$ cat src/rtl/frbc_pkg.sv
// Shared types, constants and the instruction decoder of the four-register byte CPU.
package frbc_pkg;

    // Width of a register and of the operand buses.
    localparam int DATA_W = 8;

    // Number of shift steps of the multiply and divide unit, and its counter width.
    localparam int ITER_STEPS = DATA_W;
    localparam int STEP_CNT_W = $clog2(ITER_STEPS);

    // Register file depth and address width.
    localparam int RF_DEPTH  = 4;
    localparam int RF_ADDR_W = $clog2(RF_DEPTH);

    // Register that a move-immediate loads.
    localparam logic [RF_ADDR_W-1:0] MOVI_DST = RF_ADDR_W'(3);

    // Result kinds reported with every beat.
    localparam logic [1:0] KIND_NONE    = 2'd0;
    localparam logic [1:0] KIND_OUT     = 2'd1;
    localparam logic [1:0] KIND_ILLEGAL = 2'd2;

    // Instruction encodings.
    localparam logic [7:0] OPC_ADD    = 8'h80;
    localparam logic [7:0] OPC_SUB    = 8'h90;
    localparam logic [7:0] OPC_MUL    = 8'hA0;
    localparam logic [7:0] OPC_DIV    = 8'hB0;
    localparam logic [7:0] OPC_IN     = 8'hC0;
    localparam logic [7:0] OPC_OUT    = 8'hC4;
    localparam logic [7:0] MASK_ALU   = 8'hF0;
    localparam logic [7:0] MASK_IO    = 8'hFC;

    // Decoded instruction class.
    typedef enum logic [2:0] {
        OP_MOVI,
        OP_ADD,
        OP_SUB,
        OP_MUL,
        OP_DIV,
        OP_IN,
        OP_OUT,
        OP_ILL
    } t_op;

    // Controller states.
    typedef enum logic [1:0] {
        S_IDLE,
        S_EXEC,
        S_ITER,
        S_DONE
    } t_state;

    // Commands from the controller to the datapath.
    typedef struct packed {
        logic load;
        logic init_iter;
        logic step;
        logic commit;
    } t_dp_cmd;

    // Status from the datapath to the controller.
    typedef struct packed {
        t_op  op;
        logic out_busy;
    } t_dp_stat;

    // Classify one instruction byte.
    function automatic t_op decode(input logic [7:0] instr);
        t_op op;
        op = OP_ILL;
        if (!instr[7]) begin
            op = OP_MOVI;
        end else if ((instr & MASK_ALU) == OPC_ADD) begin
            op = OP_ADD;
        end else if ((instr & MASK_ALU) == OPC_SUB) begin
            op = OP_SUB;
        end else if ((instr & MASK_ALU) == OPC_MUL) begin
            op = OP_MUL;
        end else if ((instr & MASK_ALU) == OPC_DIV) begin
            op = OP_DIV;
        end else if ((instr & MASK_IO) == OPC_IN) begin
            op = OP_IN;
        end else if ((instr & MASK_IO) == OPC_OUT) begin
            op = OP_OUT;
        end
        return op;
    endfunction

endpackage

$ cat src/rtl/frbc_ctrl.sv
// Controller state machine that sequences fetch, execute, iteration and retire.
module frbc_ctrl (
    input  logic               i_clk,
    input  logic               i_rst_n,
    input  logic               i_in_valid,
    output logic               o_in_stall,
    input  frbc_pkg::t_dp_stat i_stat,
    output frbc_pkg::t_dp_cmd  o_cmd
);

    localparam logic [frbc_pkg::STEP_CNT_W-1:0] ITER_LAST =
        frbc_pkg::STEP_CNT_W'(frbc_pkg::ITER_STEPS - 1);

    frbc_pkg::t_state                  r_state, n_state;
    logic [frbc_pkg::STEP_CNT_W-1:0]   r_step_cnt, n_step_cnt;

    // State and step counter registers.
    always_ff @(posedge i_clk) begin
        if (!i_rst_n) begin
            r_state    <= frbc_pkg::S_IDLE;
            r_step_cnt <= '0;
        end else begin
            r_state    <= n_state;
            r_step_cnt <= n_step_cnt;
        end
    end

    // Next state and command decode.
    always_comb begin
        n_state    = r_state;
        n_step_cnt = r_step_cnt;
        o_cmd      = '0;
        o_in_stall = 1'b1;
        case (r_state)
            frbc_pkg::S_IDLE: begin
                o_in_stall = 1'b0;
                if (i_in_valid) begin
                    o_cmd.load = 1'b1;
                    n_state    = frbc_pkg::S_EXEC;
                end
            end
            frbc_pkg::S_EXEC: begin
                if (i_stat.op == frbc_pkg::OP_MUL || i_stat.op == frbc_pkg::OP_DIV) begin
                    o_cmd.init_iter = 1'b1;
                    n_step_cnt      = '0;
                    n_state         = frbc_pkg::S_ITER;
                end else begin
                    n_state = frbc_pkg::S_DONE;
                end
            end
            frbc_pkg::S_ITER: begin
                o_cmd.step = 1'b1;
                n_step_cnt = r_step_cnt + 1'b1;
                if (r_step_cnt == ITER_LAST) begin
                    n_state = frbc_pkg::S_DONE;
                end
            end
            frbc_pkg::S_DONE: begin
                // Retire only once the output register can take the result.
                if (!i_stat.out_busy) begin
                    o_cmd.commit = 1'b1;
                    n_state      = frbc_pkg::S_IDLE;
                end
            end
            default: begin
                n_state = frbc_pkg::S_IDLE;
            end
        endcase
    end

    // Only multiply and divide run the iterative unit.
    a_iter_op: assert property (@(posedge i_clk) disable iff (!i_rst_n)
        r_state == frbc_pkg::S_ITER |->
            (i_stat.op == frbc_pkg::OP_MUL || i_stat.op == frbc_pkg::OP_DIV))
        else $error("iteration running for a non-iterative op");

    // A result never overwrites a beat that is still held.
    a_commit_free: assert property (@(posedge i_clk) disable iff (!i_rst_n)
        o_cmd.commit |-> !i_stat.out_busy)
        else $error("commit while output register is busy");

    // An accepted beat goes straight to execute.
    a_load_exec: assert property (@(posedge i_clk) disable iff (!i_rst_n)
        o_cmd.load |=> r_state == frbc_pkg::S_EXEC)
        else $error("accepted beat not executed");

endmodule

$ cat src/rtl/frbc_dp.sv
// Datapath: instruction register, register file, iterative multiply/divide and output register.
module frbc_dp (
    input  logic               i_clk,
    input  logic               i_rst_n,
    input  logic [7:0]         i_instr_byte,
    input  logic [7:0]         i_in_value,
    input  frbc_pkg::t_dp_cmd  i_cmd,
    output frbc_pkg::t_dp_stat o_stat,
    input  logic               i_out_stall,
    output logic               o_out_valid,
    output logic [1:0]         o_out_kind,
    output logic [7:0]         o_out_value
);

    localparam int W = frbc_pkg::DATA_W;

    logic [7:0]                        r_instr;
    logic [W-1:0]                      r_in_value;
    logic [W-1:0]                      r_rf [frbc_pkg::RF_DEPTH];
    logic [W-1:0]                      r_hi;
    logic [W-1:0]                      r_lo;
    logic [W-1:0]                      r_opnd;
    logic                              r_out_valid;
    logic [1:0]                        r_out_kind;
    logic [W-1:0]                      r_out_value;

    frbc_pkg::t_op                     w_op;
    logic [frbc_pkg::RF_ADDR_W-1:0]    w_dst;
    logic [frbc_pkg::RF_ADDR_W-1:0]    w_src;
    logic [W-1:0]                      w_opa;
    logic [W-1:0]                      w_opb;
    logic [W:0]                        w_shift;
    logic [W+1:0]                      w_diff;
    logic                              w_ge;
    logic                              w_wr_en;
    logic [frbc_pkg::RF_ADDR_W-1:0]    w_wr_addr;
    logic [W-1:0]                      w_wr_data;
    logic [1:0]                        w_kind;
    logic [W-1:0]                      w_value;

    // Operand selection from the held instruction.
    assign w_op  = frbc_pkg::decode(r_instr);
    assign w_dst = r_instr[3:2];
    assign w_src = r_instr[1:0];
    assign w_opa = r_rf[w_dst];
    assign w_opb = r_rf[w_src];

    // Restoring divide trial subtraction.
    assign w_shift = {r_hi, r_lo[W-1]};
    assign w_diff  = {1'b0, w_shift} - {2'b00, r_opnd};
    assign w_ge    = !w_diff[W+1];

    // Instruction capture.
    always_ff @(posedge i_clk) begin
        if (i_cmd.load) begin
            r_instr    <= i_instr_byte;
            r_in_value <= i_in_value;
        end
    end

    // Shared shift unit: MSB-first multiply or restoring divide, one bit per step.
    always_ff @(posedge i_clk) begin
        if (i_cmd.init_iter) begin
            r_hi   <= '0;
            r_lo   <= w_opa;
            r_opnd <= w_opb;
        end else if (i_cmd.step) begin
            if (w_op == frbc_pkg::OP_MUL) begin
                r_hi <= {r_hi[W-2:0], 1'b0} + (r_lo[W-1] ? r_opnd : '0);
                r_lo <= {r_lo[W-2:0], 1'b0};
            end else begin
                r_hi <= w_ge ? w_diff[W-1:0] : w_shift[W-1:0];
                r_lo <= {r_lo[W-2:0], w_ge};
            end
        end
    end

    // Write-back and report selection.
    always_comb begin
        w_wr_en   = 1'b0;
        w_wr_addr = w_dst;
        w_wr_data = '0;
        w_kind    = frbc_pkg::KIND_NONE;
        w_value   = '0;
        case (w_op)
            frbc_pkg::OP_MOVI: begin
                w_wr_en   = 1'b1;
                w_wr_addr = frbc_pkg::MOVI_DST;
                w_wr_data = {1'b0, r_instr[6:0]};
            end
            frbc_pkg::OP_ADD: begin
                w_wr_en   = 1'b1;
                w_wr_data = w_opa + w_opb;
            end
            frbc_pkg::OP_SUB: begin
                w_wr_en   = 1'b1;
                w_wr_data = w_opa - w_opb;
            end
            frbc_pkg::OP_MUL: begin
                w_wr_en   = 1'b1;
                w_wr_data = r_hi;
            end
            frbc_pkg::OP_DIV: begin
                // A zero divisor leaves all quotient bits set.
                w_wr_en   = 1'b1;
                w_wr_data = r_lo;
            end
            frbc_pkg::OP_IN: begin
                w_wr_en   = 1'b1;
                w_wr_addr = w_src;
                w_wr_data = r_in_value;
            end
            frbc_pkg::OP_OUT: begin
                w_kind  = frbc_pkg::KIND_OUT;
                w_value = w_opb;
            end
            frbc_pkg::OP_ILL: begin
                w_kind = frbc_pkg::KIND_ILLEGAL;
            end
            default: begin
                w_kind = frbc_pkg::KIND_ILLEGAL;
            end
        endcase
    end

    // Register file, cleared at reset.
    always_ff @(posedge i_clk) begin
        if (!i_rst_n) begin
            for (int i = 0; i < frbc_pkg::RF_DEPTH; i++) begin
                r_rf[i] <= '0;
            end
        end else if (i_cmd.commit && w_wr_en) begin
            r_rf[w_wr_addr] <= w_wr_data;
        end
    end

    // Output register valid flag.
    always_ff @(posedge i_clk) begin
        if (!i_rst_n) begin
            r_out_valid <= 1'b0;
        end else if (i_cmd.commit) begin
            r_out_valid <= 1'b1;
        end else if (!i_out_stall) begin
            r_out_valid <= 1'b0;
        end
    end

    // Output register payload.
    always_ff @(posedge i_clk) begin
        if (i_cmd.commit) begin
            r_out_kind  <= w_kind;
            r_out_value <= w_value;
        end
    end

    assign o_stat.op       = w_op;
    assign o_stat.out_busy = r_out_valid && i_out_stall;
    assign o_out_valid     = r_out_valid;
    assign o_out_kind      = r_out_kind;
    assign o_out_value     = r_out_value;

    // An illegal instruction reports a zero value.
    a_ill_report: assert property (@(posedge i_clk) disable iff (!i_rst_n)
        i_cmd.commit && w_op == frbc_pkg::OP_ILL |=>
            r_out_kind == frbc_pkg::KIND_ILLEGAL && r_out_value == '0)
        else $error("illegal instruction reported wrongly");

    // A move-immediate never sets the top bit of its destination.
    a_movi_top: assert property (@(posedge i_clk) disable iff (!i_rst_n)
        i_cmd.commit && w_op == frbc_pkg::OP_MOVI |=> !r_rf[frbc_pkg::MOVI_DST][W-1])
        else $error("move-immediate wrote bit 7");

    // A commit always presents a beat on the next cycle.
    a_commit_valid: assert property (@(posedge i_clk) disable iff (!i_rst_n)
        i_cmd.commit |=> r_out_valid)
        else $error("committed result not presented");

endmodule

$ cat src/rtl/four_register_byte_cpu_top.sv
// The result beat is registered: an accepted move, add, sub, in, out or illegal byte passes
// through the execute and retire states before it is presented; multiply and divide also run
// the 8-step shift unit in between. One instruction at a time: the next beat is taken once
// the previous retires, and retire waits while the output beat is still held by a stall.
// Reset (synchronous, active low) clears all four registers and drops the output beat.
module four_register_byte_cpu_top (
    input  logic       i_clk,
    input  logic       i_rst_n,
    input  logic       i_in_valid,
    output logic       o_in_stall,
    input  logic [7:0] i_instr_byte,
    input  logic [7:0] i_in_value,
    output logic       o_out_valid,
    input  logic       i_out_stall,
    output logic [1:0] o_out_kind,
    output logic [7:0] o_out_value
);

    frbc_pkg::t_dp_cmd  w_cmd;
    frbc_pkg::t_dp_stat w_stat;

    // Sequencer.
    frbc_ctrl u_ctrl (
        .i_clk      (i_clk),
        .i_rst_n    (i_rst_n),
        .i_in_valid (i_in_valid),
        .o_in_stall (o_in_stall),
        .i_stat     (w_stat),
        .o_cmd      (w_cmd)
    );

    // Registers, arithmetic and output stage.
    frbc_dp u_dp (
        .i_clk        (i_clk),
        .i_rst_n      (i_rst_n),
        .i_instr_byte (i_instr_byte),
        .i_in_value   (i_in_value),
        .i_cmd        (w_cmd),
        .o_stat       (w_stat),
        .i_out_stall  (i_out_stall),
        .o_out_valid  (o_out_valid),
        .o_out_kind   (o_out_kind),
        .o_out_value  (o_out_value)
    );

endmodule
$ cat config.mk
export PLATFORM = sky130hd
export DESIGN_NAME = four_register_byte_cpu_top
export DESIGN_NICKNAME = d
export VERILOG_FILES = /design/src/rtl/frbc_pkg.sv /design/src/rtl/frbc_ctrl.sv /design/src/rtl/frbc_dp.sv /design/src/rtl/four_register_byte_cpu_top.sv
export SDC_FILE = /design/constraint.sdc
export NUM_CORES = 1
export LEC_CHECK = 0
export BUFFER_PORTS_ARGS = -buffer_cell sky130_fd_sc_hd__buf_4
export CORE_ASPECT_RATIO = 1.2
export CORE_MARGIN = 2
export CORE_UTILIZATION = 51
export DETAILED_ROUTE_END_ITERATION = 16
export PLACE_DENSITY = 0.72
export SETUP_SLACK_MARGIN = 0.3
export SYNTH_ARGS = -nofsm -noshare
export SYNTH_HDL_FRONTEND = slang
export SYNTH_SLANG_ARGS = --single-unit
$ cat constraint.sdc
create_clock -name i_clk -period 3.9 [get_ports i_clk]
set_input_delay 0.39 -clock i_clk [delete_from_list [all_inputs] [get_ports i_clk]]
set_output_delay 0.39 -clock i_clk [all_outputs]
set_load 0.01 [all_outputs]
==> impl_metrics.py, run 1 <==
metrics = {
    "drt": {
        "routed_wl_um": 12290,
        "drtIter0Drc": 279,
        "ant_nets": 0,
        "vias_per_cell": 5.955,
        "wire_per_inst_um": 18.90,
        "drcViolationCount": 0,
        "drtPass1Iterations": 5,
        "vias": 3871,
    },
    "timing": {
        "rsz0062_at_grt": "no",
        "fin_crit_ps": 3385,
        "fmax_mhz": 295.4,
        "setup_viol": 0,
        "tightest_slew_ps": 682.3,
        "tns_ps": 0,
        "fin_crit_sh": 0.8679,
        "fin_skew_ps": 7.619,
        "hold_violations": 0,
        "timing.slew.headroom": 0.5434,
        "maxSlewViolCount": 0,
    },
    "clock_tree": {
        "clock_sinks": 92,
        "htree_levels": 3,
        "clk_latency_ps": 340,
        "clk_pin_slew_ps": 70,
        "clockBufferDepth": 2,
        "numCtsBuffers": 9,
        "cts_root_buf": "clkbuf_16",
        "cts_tree": "built",
        "cts_setup_buffers": 0,
    },
    "finish": {
        "layout_common_cells": "edfxtp_1, nand2_1, nor2_1",
        "final_common_cell": "edfxtp_1",
        "multi_input_area_sq_mm": 0.002466,
        "area_growth_pct": 12.72,
        "drive_above_1_share": 0.1546,
        "regArea_sq_mm": 0.002584,
        "num-fill-cells": 845,
        "final_cell_count_no_fill": 650,
        "layout.nets": 572,
        "num_antenna_cells": 0,
    },
    "die": {
        "chipWidth_um": 96.90,
        "initial_utilization": 0.5250,
        "fp.dieH_um": 115.5,
        "ios": 32,
        "core_sq_mm": 0.01006,
        "rows": 40,
        "die_area_sq_mm": 0.01119,
    },
    "setup_path": {
        "cp.arrival_ps": 3460,
        "reg2reg_to": "u_dp.r_rf[0][7]$_SDFFCE_PN0P_",
        "required_ps": 3980,
        "worst-r2r-cell-count": 12,
        "worstSetupPathType": "reg -> reg",
        "rrSetupSlack_ps": 520,
        "startpoint_type": "flop",
        "critical_path_peak_fanout": 8,
        "endpoint_kind": "flop",
        "critPathCapture": "u_dp.r_rf[0][7]$_SDFFCE_PN0P_",
    },
    "synthesis": {
        "synth_simple_gate_area_frac": 0.1381,
        "syn_inst": 485,
        "yosysUniqueCellTypes": 55,
        "synth_top_family_by_area": "simple AND/OR/NAND/NOR gates",
        "synth_edf_count": 74,
        "synthFlopType": "edfxtp_1",
        "ys_ff_latch": 92,
        "synth_xor_area_frac": 0.02985,
        "syn-cell-area_sq_mm": 0.005281,
        "synth_compound_area_frac": 0.1230,
        "synth-warning-count": 0,
        "synth.area.mux_share": 0.09168,
        "ys_seq_area_frac": 0.4890,
        "avgSynthCellArea_sq_um": 10.89,
        "synth_fa_ha_area_frac": 0.08244,
        "synth_nets": 538,
        "async_flop_share": 0,
    },
    "place": {
        "gp_congestion": 0.8802,
        "portBuffers": 31,
        "dp_hpwl_um": 9522,
        "placed_cells": 634,
    },
    "grt": {
        "grt_max_degree": 22,
        "grt_pass1_vias": 3925,
        "grt_usage": 0.2328,
        "busiest_layer": "met2",
        "antenna_found_initial": 0,
        "grt_use_met3": 0.03920,
        "met1_usage": 0.2825,
        "grt_overflow": 0,
        "grt_pass1_wl_um": 20210,
        "grtUsageMet2": 0.4056,
    },
    "run_status": {
        "status": "finished clean",
    },
    "pwr": {
        "irDropWorstVdd_v": 0.0002800,
        "p_per_area_mw_per_mm2": 677.5,
        "leakagePower_uw": 0.002407,
    },
    "min_path": {
        "min_path_type": "in -> reg",
    },
    "job": {
        "maxCapViolCount": 0,
    },
}
==> worst min path at each step <==
stage / start / endpoint / cells after the start
2_1_floorplan: u_dp.r_hi[3]$_SDFFE_PP0P_ / u_dp.r_hi[3]$_SDFFE_PP0P_ / 2
3_3_place_gp: u_ctrl.r_step_cnt[1]$_SDFFE_PN0P_ / u_ctrl.r_step_cnt[1]$_SDFFE_PN0P_ / 2
3_5_place_dp: u_ctrl.r_step_cnt[1]$_SDFFE_PN0P_ / u_ctrl.r_step_cnt[1]$_SDFFE_PN0P_ / 2
4_1_cts: i_in_value[0] / u_dp.r_in_value[0]$_DFFE_PP_ / 1
5_1_grt: i_instr_byte[4] / u_dp.r_instr[4]$_DFFE_PP_ / 1
6_report: i_in_value[0] / u_dp.r_in_value[0]$_DFFE_PP_ / 1
==> cells by family (layout without fill, tap and decap cells) <==
| group | count (synthesis) | after routing |
|---|---|---|
| mux | 27 | 27 |
| simple gates | 158 | 158 |
| fa+ha+maj | 33 | 33 |
| buf+inv | 62 | 101 |
| flops | 92 | 92 |
| xor+xnor | 18 | 18 |
| compound gates | 95 | 95 |
==> cells in the mapped netlist (all sizes together) (3+ instances only) <==
cell type  count  area [sq um]
nand2         53         198.9
a21o           9         67.56
clkbuf        15         56.30
o221ai         3         26.28
xnor2         11         96.34
nand2b         3         18.77
edfxtp        74          2222
a21oi         19         95.09
nor3           5         25.02
nor2          52         195.2
buf            4         25.02
nand3          8         40.04
nor4           3         18.77
nor2b          7         43.79
o21a           3         22.52
or3            4         25.02
nor3b          6         50.05
o21ai         20         100.1
fa             3         60.06
xor2           7         61.31
inv           42         157.7
o31ai          3         22.52
mux4          16         367.9
a32oi          5         43.79
mux2i          6         60.06
a222oi         3         30.03
ha            30         375.4
o31a           3         26.28
o211ai         4         30.03
a31oi          5         31.28
o21bai         3         22.52
and2          11         68.82
mux2           5         56.30
dfxtp         18         360.4
==> sequential cells by signal, indices dropped and copies added (netlist names), named ones only <==
register           count
u_ctrl.r_state         2
u_ctrl.r_step_cnt      3
u_dp.o_out_kind        2
u_dp.o_out_valid       1
u_dp.o_out_value       8
u_dp.r_hi              8
u_dp.r_in_value        8
u_dp.r_instr           8
u_dp.r_lo              8
u_dp.r_opnd            8
u_dp.r_rf             32
==> where the power goes <==
part / internal (uW) / switching [uW] / leakage [uW]
logic: 802 / 983 / 0.00141
clock network: 434 / 364 / 0.000124
registers: 1270 / 184 / 0.000873
total: 2500 / 1530 / 0.00241
==> routing by layer <==
metal / wire, um / share of wire / vias up
met5: 0 / 0 / -
met3: 631 / 0.051 / 37
met1: 4952 / 0.40 / 1856
li1: - / - / 1835
met4: 538 / 0.044 / 0
met2: 6164 / 0.50 / 143
==> layout make-up <==
class / count / share of cell area
clock buffers: 11 / 0.03909
clock inverters: 5 / 0.006095
inverters: 43 / 0.02711
multi-input cells: 331 / 0.4143
flip-flops and latches: 92 / 0.4340
well taps: 126 / 0.02648
repair buffers: 42 / 0.05296
==> timing repair <==
item,4_1_cts,5_1_grt
pin swaps,0,1
hold buffers,0,0
resized for setup,1,2
endpoints found under the setup margin,1,8
==> critical path: stages (launching register included) <==
cell	delay, ps
dfxtp_1	530
mux4_2	420
or3_1	440
o31ai_1	270
xor2_1	180
ha_1	280
o21ai_0	170
nor2_1	60
o2bb2ai_1	180
xnor2_1	160
xnor2_1	120
a41oi_2	230
nor2_1	80
==> stage by stage <==
stage | instance area (sq um) | worst slack, ps | power [uW] | utilization | hold WS, ps
after floorplan | 5281 | 598.1 | 2743 | - | 478.9
after global placement | 5673 | 369.1 | 3165 | 0.5639 | 497.6
after detailed placement | 5673 | 337.7 | 3218 | 0.5639 | 521.9
after CTS | 5949 | 397.0 | 4017 | 0.5914 | 215.8
after global routing | 5953 | 311.7 | 4293 | 0.5918 | 214.0
final | 5953 | 515.2 | 4033 | 0.5918 | 223.3
Note: power is estimated with default switching activity, not from simulation.
==> run 2: changes to the inputs <==
- PLACE_DENSITY: 0.72 -> default
- PLACE_DENSITY_LB_ADDON: default -> 0.08
==> run 2 against run 1 <==
- critical path depth stayed put
- largest power group unchanged
- worst setup slack better by 33 ps
- register-to-register slack better by 30 ps
- sequential share of layout area is 0.29 points lower
- core utilization is 0.40 points higher
- sequential cell count stayed put
- critical path type unchanged
==> impl_metrics.py, run 2 (synthesis gave the netlist of run 1 again) <==
metrics = {
    "timing": {
        "timing.slew.headroom": 0.4876,
        "rsz0062_at_grt": "no",
        "tns_ps": 0,
        "maxSlewViolCount": 0,
        "tightest_slew_ps": 765.8,
        "fin_crit_ps": 3352,
        "setup_viol": 0,
        "hold_violations": 0,
        "fin_crit_sh": 0.8595,
        "fmax_mhz": 298.3,
        "fin_skew_ps": 8.508,
    },
    "min_path": {
        "min_path_type": "in -> reg",
    },
    "place": {
        "placed_cells": 632,
        "portBuffers": 31,
        "gp_congestion": 0.8762,
        "dp_hpwl_um": 9765,
    },
    "drt": {
        "vias": 3772,
        "vias_per_cell": 5.821,
        "routed_wl_um": 12530,
        "ant_nets": 0,
        "drcViolationCount": 0,
        "drtIter0Drc": 331,
        "wire_per_inst_um": 19.33,
        "drtPass1Iterations": 7,
    },
    "grt": {
        "grt_pass1_wl_um": 20180,
        "grt_usage": 0.2347,
        "grt_max_degree": 22,
        "grt_overflow": 0,
        "grt_pass1_vias": 3814,
        "antenna_found_initial": 0,
    },
    "setup_path": {
        "startpoint_type": "flop",
        "crit_slowest_cell": "mux4_2",
        "required_ps": 3980,
        "cp.arrival_ps": 3430,
        "endpoint_kind": "flop",
        "critical_path_peak_fanout": 5,
        "rrSetupSlack_ps": 550,
        "worstSetupPathType": "reg -> reg",
        "crit_chain": "mux4_2, or3_1, o31ai_2, xor2_1, ha_1, o21ai_1, nor2_1, o2bb2ai_1, xnor2_1, xnor2_1, a41oi_2, nor2_1",
        "cp_slowest_stage_delay_ps": 570,
    },
    "die": {
        "core_sq_mm": 0.01006,
        "ios": 32,
        "fp.dieH_um": 115.5,
        "initial_utilization": 0.5250,
        "die_area_sq_mm": 0.01119,
        "chipWidth_um": 96.90,
        "rows": 40,
    },
    "pwr": {
        "irDropWorstVdd_v": 0.0003822,
        "p_per_area_mw_per_mm2": 687.0,
        "leakagePower_uw": 0.002433,
        "finalPower_uw": 4117,
    },
    "finish": {
        "largest_register_ffs": 32,
        "area_growth_pct": 13.48,
        "layout_common_cells": "edfxtp_1, nand2_1, nor2_1",
        "final_cell_count_no_fill": 648,
        "num-fill-cells": 841,
        "largest_register": "u_dp.r_rf",
        "num_antenna_cells": 0,
        "layout.nets": 570,
        "final_common_cell": "edfxtp_1",
        "drive_above_1_share": 0.1609,
    },
    "run_status": {
        "status": "finished clean",
    },
    "clock_tree": {
        "clk_pin_slew_ps": 70,
        "clk_latency_ps": 340,
        "cts_setup_buffers": 0,
        "htree_levels": 3,
        "clock_sinks": 92,
        "cts_root_buf": "clkbuf_16",
        "cts_tree": "built",
        "clockBufferDepth": 2,
        "numCtsBuffers": 9,
    },
    "job": {
        "maxCapViolCount": 0,
    },
}
[run 2: report_power, final]
group	internal, uW	total (uW)	switching (uW)
Sequential	1270	1460	192
Clock	537	909	372
Combinational	788	1750	961
[run 2: path summary, 6_finish.rpt]
| path | start | end | cells after the start |
|---|---|---|---|
| worst max register to register | flop | u_dp.r_rf[2][7]$_SDFFCE_PN0P_ | 12 |
| worst min-delay path | i_in_value[1] | u_dp.r_in_value[1]$_DFFE_PP_ | 1 |
| worst min register to register | u_ctrl.r_step_cnt[2]$_SDFFE_PN0P_ | u_ctrl.r_step_cnt[2]$_SDFFE_PN0P_ | 2 |
| worst max-delay path | flop | u_dp.r_rf[2][7]$_SDFFCE_PN0P_ | 12 |
[run 2: layer usage]
layer,wire (um),track usage,up-vias
met4,325,0.09108,0
met2,6511,0.4259,90
met3,449,0.03197,23
met1,5240,0.2870,1832
met5,0,0,-
li1,-,-,1827
[run 2: final cells by class]
cell class | count | area [sq um] | area share
clock buffer | 11 | 254.0 | 0.04238
sequential | 92 | 2584 | 0.4311
clock inverter | 5 | 57.56 | 0.009603
tap | 126 | 157.7 | 0.02630
multi-input combinational | 331 | 2479 | 0.4136
timing repair buffer | 40 | 300.3 | 0.05010
inverter | 43 | 161.4 | 0.02693
[run 2: stage by stage]
| stage | hold WS, ps | area, sq um | setup WS (ps) | utilization |
|---|---|---|---|---|
| final | 220.8 | 5993 | 547.9 | 0.5958 |
| after global placement | 497.0 | 5658 | 342.7 | 0.5624 |
| after CTS | 212.1 | 5977 | 301.8 | 0.5942 |
| after global routing | 207.8 | 5993 | 301.5 | 0.5958 |
| after detailed placement | 515.4 | 5658 | 202.4 | 0.5624 |
| after floorplan | 478.9 | 5281 | 598.1 | - |
[run 2: worst max-delay path: cells and delay by family (launching register included)]
kind | cells | cell delay [ps]
XOR/XNOR | 3 | 460
AO/OA/AOI/OAI | 4 | 820
flip-flops | 1 | 380
AND/OR/NAND/NOR | 3 | 590
adder cells (fa/ha/maj) | 1 | 290
multiplexers | 1 | 570
[run 2: timing repair]
action                                 4_1_cts  5_1_grt
gates cloned                                 0        0
endpoints found under the hold margin        0        0
setup endpoints to repair                    4        8
hold buffers                                 0        0
resized for setup                            1        7
pin swaps                                    0        1
==> run 3: changes to the inputs <==
==> constraint.sdc (replaced) <==
create_clock -name i_clk -period 3.9 [get_ports i_clk]
set_input_delay 0 -clock i_clk [delete_from_list [all_inputs] [get_ports i_clk]]
set_output_delay 0 -clock i_clk [all_outputs]
set_load 0.01 [all_outputs]
==> run 3 against run 2 <==
- final area rose by 2.8%
- sequential power is essentially flat
- die area is the same
- worst hold slack lost 200 ps
- first-iteration DRC count decreased by 2.1%
- count of clock-buffer cells in the layout unchanged
- sequential share of layout area down 1.2 points
- sequential cell count is the same
- wire length rose by 2.5%
- power is 0.35% higher
- core utilization is 1.7 points higher
- clock skew is 1.1 ps lower
- critical path type unchanged
- largest cell class unchanged
- highest routed layer unchanged
==> impl_metrics.py, run 3 (synthesis gave the netlist of run 1 again) <==
metrics = {
    "finish": {
        "area_growth_pct": 16.70,
        "layout.nets": 587,
        "final_common_cell": "edfxtp_1",
        "largest_register": "u_dp.r_rf",
        "largest_register_ffs": 32,
        "drive_above_1_share": 0.1558,
        "regArea_sq_mm": 0.002584,
        "layout_common_cells": "edfxtp_1, nand2_1, nor2_1",
        "post-route-util": 0.6127,
        "multi_input_area_sq_mm": 0.002479,
        "num-fill-cells": 825,
        "num_antenna_cells": 0,
    },
    "clock_tree": {
        "htree_levels": 3,
        "clockBufferDepth": 2,
        "cts_tree": "built",
        "cts_setup_buffers": 0,
        "clk_pin_slew_ps": 70,
        "clk_latency_ps": 340,
        "numCtsBuffers": 9,
        "clock_sinks": 92,
        "cts_root_buf": "clkbuf_16",
    },
    "pwr": {
        "irDropWorstVdd_v": 0.0003831,
        "leakagePower_uw": 0.002504,
        "p_per_area_mw_per_mm2": 670.4,
    },
    "setup_path": {
        "cp_slowest_stage_delay_ps": 570,
        "rrSetupSlack_ps": 540,
        "crit_chain": "mux4_2, or3_1, o31ai_2, xor2_1, ha_1, o21ai_1, nor2_1, o2bb2ai_1, xnor2_1, xnor2_1, a41oi_2, nor2_1",
        "critical_path_depth": 12,
        "critPathBufInv": 0,
        "crit_slowest_cell": "mux4_2",
        "required_ps": 3980,
        "endpoint_kind": "flop",
        "worst-r2r-cell-count": 12,
        "path_delay_family": "compound AO/OA/AOI/OAI gates",
        "startpoint_type": "flop",
        "worstSetupPathType": "reg -> reg",
        "cp.arrival_ps": 3440,
        "critical_path_peak_fanout": 5,
    },
    "die": {
        "core_sq_mm": 0.01006,
        "die_area_sq_mm": 0.01119,
        "chipWidth_um": 96.90,
        "fp.dieH_um": 115.5,
        "initial_utilization": 0.5250,
        "rows": 40,
        "ios": 32,
    },
    "drt": {
        "vias": 3850,
        "ant_nets": 0,
        "drtPass1Iterations": 7,
        "drtIter0Drc": 324,
        "routed_wl_um": 12830,
        "wire_per_inst_um": 19.30,
        "vias_per_cell": 5.789,
        "drcViolationCount": 0,
    },
    "timing": {
        "tightest_slew_ps": 771.4,
        "fin_crit_ps": 3361,
        "maxSlewViolCount": 0,
        "fin_crit_sh": 0.8617,
        "timing.slew.headroom": 0.4838,
        "fmax_mhz": 297.6,
        "rsz0062_at_grt": "no",
        "tns_ps": 0,
        "setup_viol": 0,
        "fin_skew_ps": 7.444,
        "hold_violations": 0,
    },
    "grt": {
        "grt_max_degree": 22,
        "grt_pass1_vias": 3911,
        "antenna_found_initial": 0,
        "grt_pass1_wl_um": 20580,
        "grt_usage": 0.2393,
        "grt_overflow": 0,
    },
    "job": {
        "maxCapViolCount": 0,
    },
    "run_status": {
        "status": "finished clean",
    },
    "place": {
        "portBuffers": 31,
        "gp_congestion": 0.8762,
        "dp_hpwl_um": 9765,
    },
    "min_path": {
        "hold-path-cell-count": 2,
        "worstHoldStart": "i_rst_n",
        "min_path_type": "in -> reg",
    },
}
[run 3: final timing paths]
| check | endpoint |
|---|---|
| setup / recovery | u_dp.r_rf[2][7]$_SDFFCE_PN0P_ |
| hold / removal | u_ctrl.r_step_cnt[2]$_SDFFE_PN0P_ |
| setup reg to reg | u_dp.r_rf[2][7]$_SDFFCE_PN0P_ |
| hold reg to reg | u_ctrl.r_step_cnt[2]$_SDFFE_PN0P_ |
[run 3: layout make-up]
class / count / area share
tap: 126 / 0.02558
timing repair buffer: 57 / 0.07633
inverter: 43 / 0.02619
clock inverter: 5 / 0.009338
multi-input combinational: 331 / 0.4022
clock buffer: 11 / 0.04121
sequential: 92 / 0.4192
[run 3: timing repair]
item | CTS | global route
pin swaps | 0 | 1
resized for setup | 1 | 7
endpoints found under the hold margin | 21 | 0
setup endpoints to repair | 4 | 8
hold buffers | 17 | 0
[run 3: per-layer routing]
metal	part of all wire	wire [um]	vias up	GRT usage
met5	0	0	-	0
met3	0.042	542	20	0.03197
met4	0.024	310	0	0.09390
met1	0.41	5274	1864	0.2906
met2	0.52	6707	104	0.4366
li1	-	-	1862	-
[run 3: where the power goes]
group,total (uW),leakage (uW),switching [uW],internal [uW]
Clock,908,0.000155,370,537
Combinational,1770,0.00148,966,800
Sequential,1460,0.000873,192,1270
[run 3: metrics by stage]
| stage | cells | worst slack [ps] | power (uW) | hold slack, ps | instance area (sq um) |
|---|---|---|---|---|---|
| floorplan | 485 | 598.1 | 2743 | 98.87 | 5281 |
| global placement | 632 | 342.7 | 3145 | 179.3 | 5658 |
| detailed placement | 632 | 202.4 | 3193 | 180.1 | 5658 |
| CTS | 665 | 301.8 | 4123 | 7.458 | 6147 |
| global route | 665 | 301.5 | 4412 | 17.35 | 6163 |
| finish | 665 | 539.3 | 4132 | 19.58 | 6163 |
[run 3: worst register-to-register path: stages (launching register included)]
cell,delay [ps]
dfxtp_2,380
mux4_2,570
or3_1,460
o31ai_2,250
xor2_1,200
ha_1,290
o21ai_1,150
nor2_1,60
o2bb2ai_1,190
xnor2_1,150
xnor2_1,100
a41oi_2,230
nor2_1,80
